==> src/rtl/six_bit_text_stream_codec_top_defines.svh <==
// assertion macros shared by the codec modules
`ifndef SIX_BIT_TEXT_STREAM_CODEC_TOP_DEFINES_SVH
`define SIX_BIT_TEXT_STREAM_CODEC_TOP_DEFINES_SVH

// checked outside reset
`define STC_CHK(lbl, prop, msg) \
  lbl: assert property (@(posedge clk) disable iff (!rst_n) prop) else $error(msg);

// checked at every edge, reset included
`define STC_CHK_ALWAYS(lbl, prop, msg) \
  lbl: assert property (@(posedge clk) prop) else $error(msg);

`endif

==> src/rtl/stc_pkg.sv <==
// shared types, constants and character helpers of the six-bit text codec
package stc_pkg;

  typedef enum logic {
    DIR_ENCODE = 1'b0,
    DIR_DECODE = 1'b1
  } dir_t;

  typedef enum logic {
    OP_START = 1'b0,
    OP_DATA  = 1'b1
  } op_t;

  typedef enum logic {
    CFG_DIRECTION  = 1'b0,
    CFG_ENC_LENGTH = 1'b1
  } cfg_idx_t;

  localparam int unsigned CfgW   = 31;
  localparam int unsigned QDepth = 8;
  localparam int unsigned QCntW  = $clog2(QDepth + 1);
  localparam int unsigned QIdxW  = $clog2(QDepth);

  localparam logic [7:0] CharOffset = 8'h3c;

  // header character counts while decoding
  localparam logic [2:0] HdrFirstA  = 3'd0;
  localparam logic [2:0] HdrSecondA = 3'd1;
  localparam logic [2:0] HdrLowDone = 3'd2;
  localparam logic [2:0] HdrFirstB  = 3'd3;
  localparam logic [2:0] HdrSecondB = 3'd4;
  localparam logic [2:0] HdrHighDone = 3'd5;
  localparam logic [2:0] HdrLen     = 3'd6;

  localparam logic [1:0] PhFirst  = 2'd0;
  localparam logic [1:0] PhSecond = 2'd1;
  localparam logic [1:0] PhThird  = 2'd2;

  typedef struct packed {
    logic [7:0] value;
    logic       last;
  } res_t;

  typedef res_t [2:0] res3_t;

  // up to six results of one item, r[0] leaves first
  typedef struct packed {
    logic [2:0]     n;
    res_t [5:0]     r;
  } batch_t;

  function automatic res3_t enc_pair(input logic [7:0] b0, input logic [7:0] b1,
                                     input logic lastbit);
    res3_t t;
    t[0].value = {2'b00, b0[5:0]} + CharOffset;
    t[0].last  = 1'b0;
    t[1].value = {2'b00, b1[5:0]} + CharOffset;
    t[1].last  = 1'b0;
    t[2].value = {4'b0000, b1[7:6], b0[7:6]} + CharOffset;
    t[2].last  = lastbit;
    return t;
  endfunction

  // returns {b1, b0}
  function automatic logic [15:0] dec_triple(input logic [7:0] c0, input logic [7:0] c1,
                                             input logic [7:0] c2);
    logic [7:0] d0;
    logic [7:0] d1;
    logic [7:0] d2;
    d0 = c0 - CharOffset;
    d1 = c1 - CharOffset;
    d2 = c2 - CharOffset;
    return {d1 | {d2[3:2], 6'b0}, d0 | {d2[1:0], 6'b0}};
  endfunction

endpackage

==> src/rtl/stc_core.sv <==
// codec state, configuration registers and result generation for one item
`include "six_bit_text_stream_codec_top_defines.svh"

module stc_core (
  input  logic                      clk,
  input  logic                      rst_n,
  input  logic                      cfg_we,
  input  stc_pkg::cfg_idx_t         cfg_index,
  input  logic [stc_pkg::CfgW-1:0]  cfg_wdata,
  input  logic                      item_vld,
  input  stc_pkg::op_t              item_op,
  input  logic [7:0]                item_data,
  input  logic [stc_pkg::QCntW-1:0] space,
  output logic                      take,
  output stc_pkg::batch_t           batch
);
  import stc_pkg::*;

  dir_t        dir_r;
  logic [30:0] elen_r;
  logic [31:0] cnt_r, cnt_nxt;
  logic [1:0]  ph_r, ph_nxt;
  logic [31:0] bef_r, bef_nxt;
  logic [7:0]  hf_r, hf_nxt;
  logic [7:0]  hs_r, hs_nxt;
  logic [2:0]  hdr_r, hdr_nxt;
  logic [31:0] dlen_r, dlen_nxt;
  logic        fin_r, fin_nxt;

  logic [31:0] len32;
  logic [31:0] cnt_inc;
  logic [1:0]  ph_inc;
  logic [31:0] bef_inc;
  logic [31:0] rem;
  logic [31:0] dl_full;
  logic [15:0] pair_b;
  res3_t       t_lo, t_hi;

  always_ff @(posedge clk) begin
    if (!rst_n) begin
      dir_r  <= DIR_ENCODE;
      elen_r <= '0;
    end else if (cfg_we) begin
      unique case (cfg_index)
        CFG_DIRECTION:  dir_r  <= dir_t'(cfg_wdata[0]);
        CFG_ENC_LENGTH: elen_r <= cfg_wdata;
        default:        dir_r  <= dir_r;
      endcase
    end
  end

  assign len32   = {1'b0, elen_r};
  assign cnt_inc = cnt_r + 32'd1;
  assign ph_inc  = (ph_r == PhThird) ? PhFirst : ph_r + 2'd1;
  assign bef_inc = (ph_r == PhThird) ? bef_r + 32'd2 : bef_r;
  assign rem     = dlen_r - bef_r;
  assign pair_b  = dec_triple(hf_r, hs_r, item_data);
  assign dl_full = dlen_r | {pair_b, 16'h0000};

  always_comb begin
    cnt_nxt  = cnt_r;
    ph_nxt   = ph_r;
    bef_nxt  = bef_r;
    hf_nxt   = hf_r;
    hs_nxt   = hs_r;
    hdr_nxt  = hdr_r;
    dlen_nxt = dlen_r;
    fin_nxt  = fin_r;
    batch    = '0;
    t_lo     = '0;
    t_hi     = '0;
    if (item_op == OP_START) begin
      cnt_nxt  = '0;
      ph_nxt   = PhFirst;
      bef_nxt  = '0;
      hf_nxt   = '0;
      hs_nxt   = '0;
      hdr_nxt  = '0;
      dlen_nxt = '0;
      if (dir_r == DIR_ENCODE) begin
        fin_nxt = (elen_r == '0);
        t_lo = enc_pair(len32[7:0], len32[15:8], 1'b0);
        t_hi = enc_pair(len32[23:16], len32[31:24], fin_nxt);
        batch.n = 3'd6;
        batch.r = {t_hi, t_lo};
      end else begin
        fin_nxt = 1'b0;
      end
    end else if (!fin_r) begin
      if (dir_r == DIR_ENCODE) begin
        if (cnt_r >= len32) begin
          fin_nxt = 1'b1;
        end else begin
          cnt_nxt = cnt_inc;
          ph_nxt  = ph_inc;
          bef_nxt = bef_inc;
          if (cnt_inc[0]) begin
            hf_nxt = item_data;
            if (cnt_inc == len32) begin
              fin_nxt = 1'b1;
              t_lo = enc_pair(item_data, 8'h00, 1'b1);
              batch.n = 3'd3;
              batch.r[2:0] = t_lo;
            end
          end else begin
            fin_nxt = (cnt_inc == len32);
            t_lo = enc_pair(hf_r, item_data, fin_nxt);
            batch.n = 3'd3;
            batch.r[2:0] = t_lo;
          end
        end
      end else if (hdr_r < HdrLen) begin
        hdr_nxt = hdr_r + 3'd1;
        unique case (hdr_r)
          HdrFirstA, HdrFirstB:   hf_nxt = item_data;
          HdrSecondA, HdrSecondB: hs_nxt = item_data;
          HdrLowDone:             dlen_nxt = {16'h0000, pair_b};
          HdrHighDone: begin
            dlen_nxt = dl_full[31] ? 32'd0 : dl_full;
            if (dlen_nxt == '0) begin
              fin_nxt = 1'b1;
            end
          end
          default:                hdr_nxt = hdr_r;
        endcase
      end else if (bef_r >= dlen_r) begin
        fin_nxt = 1'b1;
      end else begin
        cnt_nxt = cnt_inc;
        ph_nxt  = ph_inc;
        bef_nxt = bef_inc;
        unique case (ph_r)
          PhFirst:  hf_nxt = item_data;
          PhSecond: hs_nxt = item_data;
          PhThird: begin
            fin_nxt = (rem <= 32'd2);
            batch.r[0].value = pair_b[7:0];
            if (rem >= 32'd2) begin
              batch.n = 3'd2;
              batch.r[0].last = 1'b0;
              batch.r[1].value = pair_b[15:8];
              batch.r[1].last = fin_nxt;
            end else begin
              batch.n = 3'd1;
              batch.r[0].last = 1'b1;
            end
          end
          default:  ph_nxt = ph_r;
        endcase
      end
    end
  end

  assign take = item_vld && ({{(QCntW-3){1'b0}}, batch.n} <= space);

  always_ff @(posedge clk) begin
    if (!rst_n) begin
      cnt_r  <= '0;
      ph_r   <= PhFirst;
      bef_r  <= '0;
      hf_r   <= '0;
      hs_r   <= '0;
      hdr_r  <= '0;
      dlen_r <= '0;
      fin_r  <= 1'b1;
    end else if (take) begin
      cnt_r  <= cnt_nxt;
      ph_r   <= ph_nxt;
      bef_r  <= bef_nxt;
      hf_r   <= hf_nxt;
      hs_r   <= hs_nxt;
      hdr_r  <= hdr_nxt;
      dlen_r <= dlen_nxt;
      fin_r  <= fin_nxt;
    end
  end

  `STC_CHK(a_hdr_range, hdr_r <= HdrLen, "header count beyond six")
  `STC_CHK(a_phase_range, ph_r != 2'd3, "triple phase out of range")
  `STC_CHK(a_hdr_silent, (dir_r == DIR_DECODE && hdr_r < HdrLen) |-> batch.n == 3'd0,
           "decode header produced a result")
  `STC_CHK(a_idle_silent, (fin_r && item_op == OP_DATA) |-> batch.n == 3'd0,
           "result while idle")

endmodule

==> src/rtl/stc_outq.sv <==
// result queue that takes up to six results at once and drains one per transfer
`include "six_bit_text_stream_codec_top_defines.svh"

module stc_outq (
  input  logic                      clk,
  input  logic                      rst_n,
  input  logic                      push,
  input  stc_pkg::batch_t           batch,
  output logic [stc_pkg::QCntW-1:0] space,
  output logic                      out_valid,
  input  logic                      out_stall,
  output logic [7:0]                out_value,
  output logic                      out_last
);
  import stc_pkg::*;

  res_t             q_r   [QDepth];
  res_t             q_nxt [QDepth];
  logic [QCntW-1:0] qn_r, qn_nxt;
  logic             pop;
  logic [QCntW-1:0] base;
  logic [QCntW-1:0] push_n;
  logic [QCntW-1:0] off;

  assign out_valid = (qn_r != '0);
  assign out_value = q_r[0].value;
  assign out_last  = q_r[0].last;
  assign pop       = out_valid && !out_stall;
  assign base      = qn_r - {{(QCntW-1){1'b0}}, pop};
  assign space     = QCntW'(QDepth) - base;
  assign push_n    = push ? {{(QCntW-3){1'b0}}, batch.n} : '0;
  assign qn_nxt    = base + push_n;

  always_comb begin
    for (int i = 0; i < QDepth; i++) begin
      off = QCntW'(i) - base;
      if (pop && i < QDepth - 1) begin
        q_nxt[i] = q_r[i + 1];
      end else begin
        q_nxt[i] = q_r[i];
      end
      if (QCntW'(i) >= base && off < push_n) begin
        q_nxt[i] = batch.r[off[2:0]];
      end
    end
  end

  always_ff @(posedge clk) begin
    if (!rst_n) begin
      qn_r <= '0;
    end else begin
      qn_r <= qn_nxt;
    end
  end

  always_ff @(posedge clk) begin
    q_r <= q_nxt;
  end

  `STC_CHK_ALWAYS(a_q_bound, !rst_n || qn_r <= QCntW'(QDepth), "result queue overflow")
  `STC_CHK(a_q_fits, push |-> push_n <= space, "push beyond free space")
  `STC_CHK(a_q_count, (!push && !pop) |=> $stable(qn_r), "queue count moved while idle")

endmodule

==> src/rtl/six_bit_text_stream_codec_top.sv <==
// Six-bit text codec: packs byte pairs into three printable characters (offset 0x3c)
// behind a six-character length header, and unpacks such streams back to bytes.
// An accepted item is held in the input register until taken, is turned
// combinationally into up to six results, and those are written into an eight-entry
// result queue; a result is visible once it is registered in the queue. A new
// item enters every cycle as long as the queue has room for all its results, and
// results leave one per cycle while out_stall is low.
// Configuration (direction, encode length) must be written only while the block is
// idle; the block itself does not enforce this.
module six_bit_text_stream_codec_top (
  input  logic                      clk,
  input  logic                      rst_n,
  input  logic                      cfg_we,
  input  stc_pkg::cfg_idx_t         cfg_index,
  input  logic [stc_pkg::CfgW-1:0]  cfg_wdata,
  input  logic                      in_valid,
  output logic                      in_stall,
  input  logic                      in_operation,
  input  logic [7:0]                in_data_value,
  output logic                      out_valid,
  input  logic                      out_stall,
  output logic [7:0]                out_value,
  output logic                      out_last
);
  import stc_pkg::*;

  logic             in_vld_r, in_vld_nxt;
  op_t              in_op_r;
  logic [7:0]       in_data_r;
  logic             take;
  batch_t           batch;
  logic [QCntW-1:0] space;

  // input register
  assign in_stall   = in_vld_r && !take;
  assign in_vld_nxt = in_stall ? 1'b1 : in_valid;

  always_ff @(posedge clk) begin
    if (!rst_n) begin
      in_vld_r <= 1'b0;
    end else begin
      in_vld_r <= in_vld_nxt;
    end
  end

  always_ff @(posedge clk) begin
    if (in_valid && !in_stall) begin
      in_op_r   <= op_t'(in_operation);
      in_data_r <= in_data_value;
    end
  end

  stc_core u_core (
    .clk       (clk),
    .rst_n     (rst_n),
    .cfg_we    (cfg_we),
    .cfg_index (cfg_index),
    .cfg_wdata (cfg_wdata),
    .item_vld  (in_vld_r),
    .item_op   (in_op_r),
    .item_data (in_data_r),
    .space     (space),
    .take      (take),
    .batch     (batch)
  );

  stc_outq u_outq (
    .clk       (clk),
    .rst_n     (rst_n),
    .push      (take),
    .batch     (batch),
    .space     (space),
    .out_valid (out_valid),
    .out_stall (out_stall),
    .out_value (out_value),
    .out_last  (out_last)
  );

endmodule
==> config.mk <==
export PLATFORM = sky130hd
export DESIGN_NAME = six_bit_text_stream_codec_top
export DESIGN_NICKNAME = d
export VERILOG_FILES = /design/src/rtl/stc_pkg.sv /design/src/rtl/stc_core.sv /design/src/rtl/stc_outq.sv /design/src/rtl/six_bit_text_stream_codec_top.sv
export VERILOG_INCLUDE_DIRS = /design/src /design/src/rtl
export SDC_FILE = /design/constraint.sdc
export NUM_CORES = 1
export LEC_CHECK = 0
export BUFFER_PORTS_ARGS = -buffer_cell sky130_fd_sc_hd__buf_2
export CAP_MARGIN = 40
export CORE_ASPECT_RATIO = 1.1
export CORE_UTILIZATION = 60
export CTS_CLUSTER_DIAMETER = 60
export DETAILED_ROUTE_END_ITERATION = 6
export GPL_TIMING_DRIVEN = 1
export HOLD_SLACK_MARGIN = 0.02
export PLACE_DENSITY = 0.74
export SLEW_MARGIN = 0
export SYNTH_ARGS = -nofsm -noshare
export SYNTH_HDL_FRONTEND = slang
export SYNTH_SLANG_ARGS = --single-unit
==> constraint.sdc <==
create_clock -name clk -period 17.2 [get_ports clk]
set_clock_uncertainty 0.1 [all_clocks]
set_input_delay 3.44 -clock clk [delete_from_list [all_inputs] [get_ports clk]]
set_output_delay 3.44 -clock clk [all_outputs]
set_load 0.02 [all_outputs]
==> results by group, run 1 <==
Worst setup path
  – CP arrival: 7.06 ns
  – R2r worst-path depth: 23
  – Worst-path fanout max: 27
  – R2R Setup Slk: 9.26 ns
  – Crit Path Class: in -> out
  – Worst Path Required: 13.66 ns
  – Worst r2r dst: u_outq.out_value[6]
  – Crit end category: output port
  – Startpoint Class: input port
  – Worst r2r src: u_core.cnt_r[1]

Synth
  – Top FF cell, synth: dfxtp_1
  – Leading area contributor after synthesis: dfxtp_1
  – Cell count after synthesis: 2335
  – Syn Nets: 2497
  – Synth warn: 0
  – Syn avg cell area: 7.82 um2
  – Most frequent cell after synthesis: nand2_1
  – Mapped cell area: 18300 um2
  – Ys async rst share: 0%
  – Synth area leaders: dfxtp_1, edfxtp_1, ha_1
  – Top-area cell type share of the netlist area: 16.8%
  – #FFs+latches synth: 234
  – Top cells by count, synth: nand2_1, nor2_1, dfxtp_1, a21oi_1, o21ai_0
  – Unique masters post-synth: 98
  – Post-synth EDFFs: 81
  – Sequential area share after synthesis: 30.1%

Global routing
  – GRT Overall Usage: 38.4%
  – First-pass GRT wire length: 93400 um
  – Pin count of the biggest net entering global routing: 91
  – Vias in the first global route: 16800
  – Grt total ovfl: 0
  – Initial antenna violation count: 0

CTS
  – Total CTS buffers: 27
  – Resized Gates After CTS: 0
  – Later-pin clock latency in the skew report: 0.55 ns
  – Post-CTS setup buffer count: 0
  – CTS Hold Bufs: 0
  – TritonCTS clock tree: done
  – Clock Sink Count: 234
  – Root Buffer Master: clkbuf_16
  – Clock Path Buffers: 3
  – H-Tree Depth: 1
  – Clock-pin slew on the worst setup and hold paths: 0.06 ns

Detailed routing
  – Antenna Nets Post-Route: 0
  – Via density: 6.68
  – Drt drc: 8
  – Vias post-DR: 17900
  – WL per Instance: 22.3 um
  – Drt total wl: 60000 um
  – First drt pass iteration count: 7
  – DR iter-0 viols: 1956

STA
  – RSZ-0062 raised after global routing: no
  – Post-layout min period: 10.60 ns
  – Final period utilization: 61.6%
  – Final hold viol count: 0
  – Final WS setup: 6.60 ns
  – Fmax: 0.0943 GHz
  – Post-Route Setup TNS: 0 ns
  – Hold_ws: 0.408 ns
  – Final setup vio count: 0
  – Worst-margin pin slew: 0.990 ns
  – Slew headroom: 34.0%
  – Fin. max-slew vios: 0

Flow run
  – MaxCap Viol Count: 0

Worst hold path
  – HP Start: u_core.elen_r[27]
  – Hold Path Class: reg -> reg
  – Hold Crit Depth: 2
  – WHS Endpoint: u_core.elen_r[27]

Run status
  – Failing checks: DRC
  – Status: finished with violations

Cells and area
  – Fillers: 2565
  – Fraction of layout cells with a size suffix above 1: 8.09%
  – Area grow syn2layout: 7.00%
  – Ant diodes: 0
  – # nets final: 2455

Floorplanning
  – Chip width: 168 um
  – I/O pin count: 57
  – Starting Density: 61.4%
  – Die Height: 185 um
  – Die area: 31100 um2
  – Core ar.: 29700 um2
  – Row Count: 66

Placed design
  – RD Place Congestion: 1.01
  – Pre-CTS setup slack: 6.68 ns
  – Post-DP HPWL: 45600 um
  – # port buffers: 56

Pwr
  – Static Leak: 0.00749 uW
  – Pwr dens: 183 nW/um2
  – Post-route total power: 3580 uW
  – Maximum VDD drop: 137 uV
-- worst max path at each step --
stage	from	endpoint	slack, ns	depth (start not counted)
2_1_floorplan	out_stall	in_stall	6.92	15
3_3_place_gp	out_stall	in_stall	6.80	15
3_5_place_dp	out_stall	in_stall	6.68	15
4_1_cts	out_stall	in_stall	6.68	15
5_1_grt	out_stall	in_stall	6.45	15
6_report	out_stall	in_stall	6.60	15
-- logic make-up after synthesis --
| kind of cell | share of synthesized area, % |
|---|---|
| other cells | 0.0205 |
| flops | 30.1 |
| xor+xnor | 5.46 |
| simple gates | 24.8 |
| mux | 2.05 |
| compound gates | 23.4 |
| fa+ha+maj | 8.07 |
| buf+inv | 6.16 |
-- routing by layer --
layer | vias up | part of all wire [%] | GRT usage [%]
li1 | 8387 | - | -
met1 | 8456 | 41 | 49.6
met2 | 927 | 45 | 62.8
met3 | 171 | 9.0 | 6.32
met4 | 0 | 5.0 | 17.8
met5 | - | 0 | 0
-- layout by cell type, fill, tap and decap left out, types with 50 or more instances in the layout --
cell	synthesis	final
buf_2	22	58
a21oi_1	152	152
edfxtp_1	81	81
o21ai_0	121	120
nand4_1	50	50
nand2_1	274	274
inv_1	120	120
dfxtp_1	153	153
xnor2_1	76	76
nor2_1	199	198
ha_1	113	112
nand3_1	90	90
nor2b_1	66	66
nor3_1	74	73
-- final cells by class --
cell class                      count  area [um2]  share of cell area [%]
Timing Repair Buffer               89         546                    2.79
Inverter                          122         458                    2.34
Tap cell                          374         468                    2.39
Clock buffer                       30         729                    3.73
Multi-Input combinational cell   1819       11700                    59.8
Sequential cell                   234        5500                    28.1
Clock inverter                     17         154                   0.787
-- registers in the layout (all words and copies together), names as in the netlist, 2 cells and up --
name / cells
u_outq.out_value: 8
u_core.bef_r: 31
u_core.elen_r: 31
u_core.hs_r: 8
u_outq.qn_r: 4
u_outq.q_r: 63
in_data_r: 8
u_core.hdr_r: 3
u_core.cnt_r: 32
u_core.ph_r: 2
u_core.hf_r: 8
u_core.dlen_r: 31
-- critical path: stages --
cell	delay [ns]
buf_2	0.09
or2_2	0.37
inv_1	0.11
ha_2	0.18
ha_1	0.18
xor2_2	0.07
buf_4	0.24
inv_1	0.66
ha_1	0.37
nand2_1	0.09
xnor2_1	0.27
o21ai_0	0.13
a31oi_1	0.42
and2_1	0.24
buf_2	0.18
-- metrics by stage --
stage / util (%) / std cells / instance area (um2)
floorplan: - / 2335 / 18300
global placement: 62.5 / 2629 / 18600
detailed placement: 62.8 / 2638 / 18700
CTS: 65.7 / 2685 / 19500
global route: 65.7 / 2685 / 19500
finish: 65.7 / 2685 / 19500
-- power by group --
part | switching [uW] | internal (uW) | total, uW
sequential | 68.3 | 809 | 878
combinational | 1470 | 659 | 2120
clock | 244 | 335 | 579
(Power assumes the default switching activity.)
==> run 2: changes to the inputs <==
clock period = 10 ns   (was 17.2 ns; I/O delays follow)
==> run 2 against run 1 <==
  * The run now ends clean
  * Register-to-register slack worse by 7.1 ns
  * Routed wire length is 1.6% higher
  * Non-clock buffer count is 2 higher
  * Clock power is 59% higher
  * Utilization is 0.29 points lower
  * Hold slack better by 0.013 ns
  * Total power is 70% higher
  * Highest routed layer unchanged
==> results by group, run 2 (synthesis results as in run 1) <==
Global routing
  – Grt total ovfl: 0 (unchanged)
  – Vias in the first global route: 16200 (was 16800)
  – First-pass GRT wire length: 92700 um (was 93400 um)
  – Initial antenna violation count: 0 (unchanged)
  – Pin count of the biggest net entering global routing: 83 (was 91)
  – GRT Overall Usage: 38.5% (was 38.4%)

CTS
  – Clock Sink Count: 234 (unchanged)
  – TritonCTS clock tree: done (unchanged)
  – Total CTS buffers: 26 (was 27)
  – Later-pin clock latency in the skew report: 0.54 ns (was 0.55 ns)
  – Root Buffer Master: clkbuf_16 (unchanged)
  – CTS Hold Bufs: 0 (unchanged)
  – H-Tree Depth: 1 (unchanged)
  – Post-CTS setup buffer count: 0 (unchanged)
  – Resized Gates After CTS: 0 (unchanged)
  – Clock Path Buffers: 3 (unchanged)
  – Clock-pin slew on the worst setup and hold paths: 0.06 ns (about the same)

Placed design
  – RD Place Congestion: 1.00 (was 1.01)
  – # port buffers: 56 (unchanged)
  – Post-DP HPWL: 45700 um (was 45600 um)
  – Area post-placement: 18700 um2 (about the same)
  – Pre-CTS setup slack: 2.37 ns (was 6.68 ns)

Cells and area
  – Fillers: 2609 (was 2565)
  – Ant diodes: 0 (unchanged)
  – Commonest non-fill, non-tap cells in the layout: nand2_1, nor2_1, dfxtp_1, a21oi_1 (unchanged)
  – Fraction of layout cells with a size suffix above 1: 7.92% (was 8.09%)
  – Largest register FFs: 63 (unchanged)
  – Biggest regs: u_outq.q_r x63, u_core.cnt_r x32 (unchanged)
  – Final instance area: 19500 um2 (about the same)
  – Area grow syn2layout: 6.53% (was 7.00%)
  – # nets final: 2456 (was 2455)
  – Largest register by flop count: u_outq.q_r (unchanged)
  – Most common cell after layout, fill and taps aside: nand2_1 (unchanged)

Worst setup path
  – Startpoint Class: flip-flop (was input port)
  – CP arrival: 6.14 ns (was 7.06 ns)
  – Worst r2r src: u_core.cnt_r[0] (was u_core.cnt_r[1])
  – Worst-path fanout max: 18 (was 27)
  – R2R Setup Slk: 2.14 ns (was 9.26 ns)
  – R2r worst-path depth: 22 (was 23)
  – Worst Path Required: 7.90 ns (was 13.66 ns)
  – Crit end category: output port (unchanged)
  – Crit Path Class: reg -> out (was in -> out)
  – Worst Setup SP: u_core.cnt_r[0] (was out_stall)

STA
  – Final WS setup: 1.76 ns (was 6.60 ns)
  – Fmax: 0.121 GHz
  – RSZ-0062 raised after global routing: no (unchanged)
  – Worst-margin pin slew: 1.02 ns (was 0.990 ns)
  – Post-Route Setup TNS: 0 ns (unchanged)
  – Final period utilization: 82.4%
  – Fin. max-slew vios: 0 (unchanged)
  – Final hold viol count: 0 (unchanged)
  – Slew headroom: 31.7% (was 34.0%)
  – Post-layout min period: 8.24 ns
  – Final setup vio count: 0 (unchanged)

Detailed routing
  – WL per Instance: 22.7 um (was 22.3 um)
  – DR iter-0 viols: 1920 (was 1956)
  – Wl on met1: 25100 um (was 24800 um)
  – Uppermost layer routed: met4 (unchanged)
  – Antenna Nets Post-Route: 0 (unchanged)
  – Drt drc: 0 (was 8)
  – Vias post-DR: 17900 (about the same)
  – Routed length on met3: 5740 um (was 5420 um)
  – First drt pass iteration count: 6 (was 7)
  – Drt total wl: 60900 um (was 60000 um)
  – Metal2 WL: 27100 um (was 26800 um)
  – Via density: 6.66 (was 6.68)

Pwr
  – Maximum VDD drop: 236 uV (was 137 uV)
  – Static Leak: 0.00747 uW (was 0.00749 uW)
  – Pwr dens: 313 nW/um2 (was 183 nW/um2)

Floorplanning
  – I/O pin count: 57 (unchanged)
  – Die area: 31100 um2 (unchanged)
  – Chip width: 168 um (unchanged)
  – Die Height: 185 um (unchanged)
  – Starting Density: 61.4% (unchanged)
  – Core ar.: 29700 um2 (unchanged)
  – Row Count: 66 (unchanged)

Run status
  – Status: finished clean (was finished with violations)

Worst hold path
  – Hold Crit Depth: 2 (unchanged)
  – Hold Path Class: reg -> reg (unchanged)
  – HP Start: u_core.elen_r[15] (was u_core.elen_r[27])

Flow run
  – MaxCap Viol Count: 0 (unchanged)
## run 2: cell types whose count changed in the layout (fill, tap and decap cells not counted), sizes merged
cell,delta
clkinv,-4
bufinv,-2
clkbuf,+8
clkinvlp,-3
buf,+2
## run 2: layout make-up
| type | instances | area (um2) | area share (%) |
|---|---|---|---|
| clock buffer | 38 | 758 | 3.90 |
| clock inverter | 8 | 47.5 | 0.244 |
| inverter | 122 | 458 | 2.35 |
| tap | 374 | 468 | 2.40 |
| timing repair buffer | 91 | 553 | 2.84 |
| multi-input combinational | 1819 | 11700 | 60.0 |
| sequential | 234 | 5500 | 28.2 |
## run 2: worst paths after layout
kind,to
max,in_stall
min reg2reg,u_core.elen_r[15]
max reg2reg,u_outq.q_r[34]
min,u_core.elen_r[15]
## run 2: through the flow
step	std cells	total power [uW]	util (%)	hold WS, ns
floorplan	2335	3980	-	0.365
global placement	2632	4980	62.5	0.399
detailed placement	2640	5030	62.7	0.406
CTS	2686	5960	65.5	0.418
global route	2686	6400	65.5	0.433
finish	2686	6090	65.5	0.421
## run 2: worst max-delay path, stage by stage, from the launching register on
cell and delay [ns]:
dfxtp_1 0.82, ha_1 0.42, nand3_1 0.32, or2_2 0.44, nor4_1 0.66, mux2i_1 0.25
o2111ai_1 0.12, a2111o_1 0.47, o211ai_2 0.29, nand2_2 0.12, o32ai_1 0.41, ha_1 0.31
nor2b_1 0.13, o21a_1 0.16, o21ai_0 0.16, a31oi_1 0.08, and2_1 0.24, buf_2 0.19
## run 2: power breakdown
part,internal [uW],switching [uW],leakage (uW)
Sequential,1390,116,0.00201
Clock,524,394,0.000405
Combinational,1140,2520,0.00505
Total,3050,3030,0.00747
## run 2: routing by layer
| metal | up-vias | track usage, % |
|---|---|---|
| met5 | - | 0 |
| met4 | 0 | 17.5 |
| met3 | 192 | 5.21 |
| met2 | 992 | 62.1 |
| met1 | 8330 | 51.3 |
| li1 | 8380 | - |
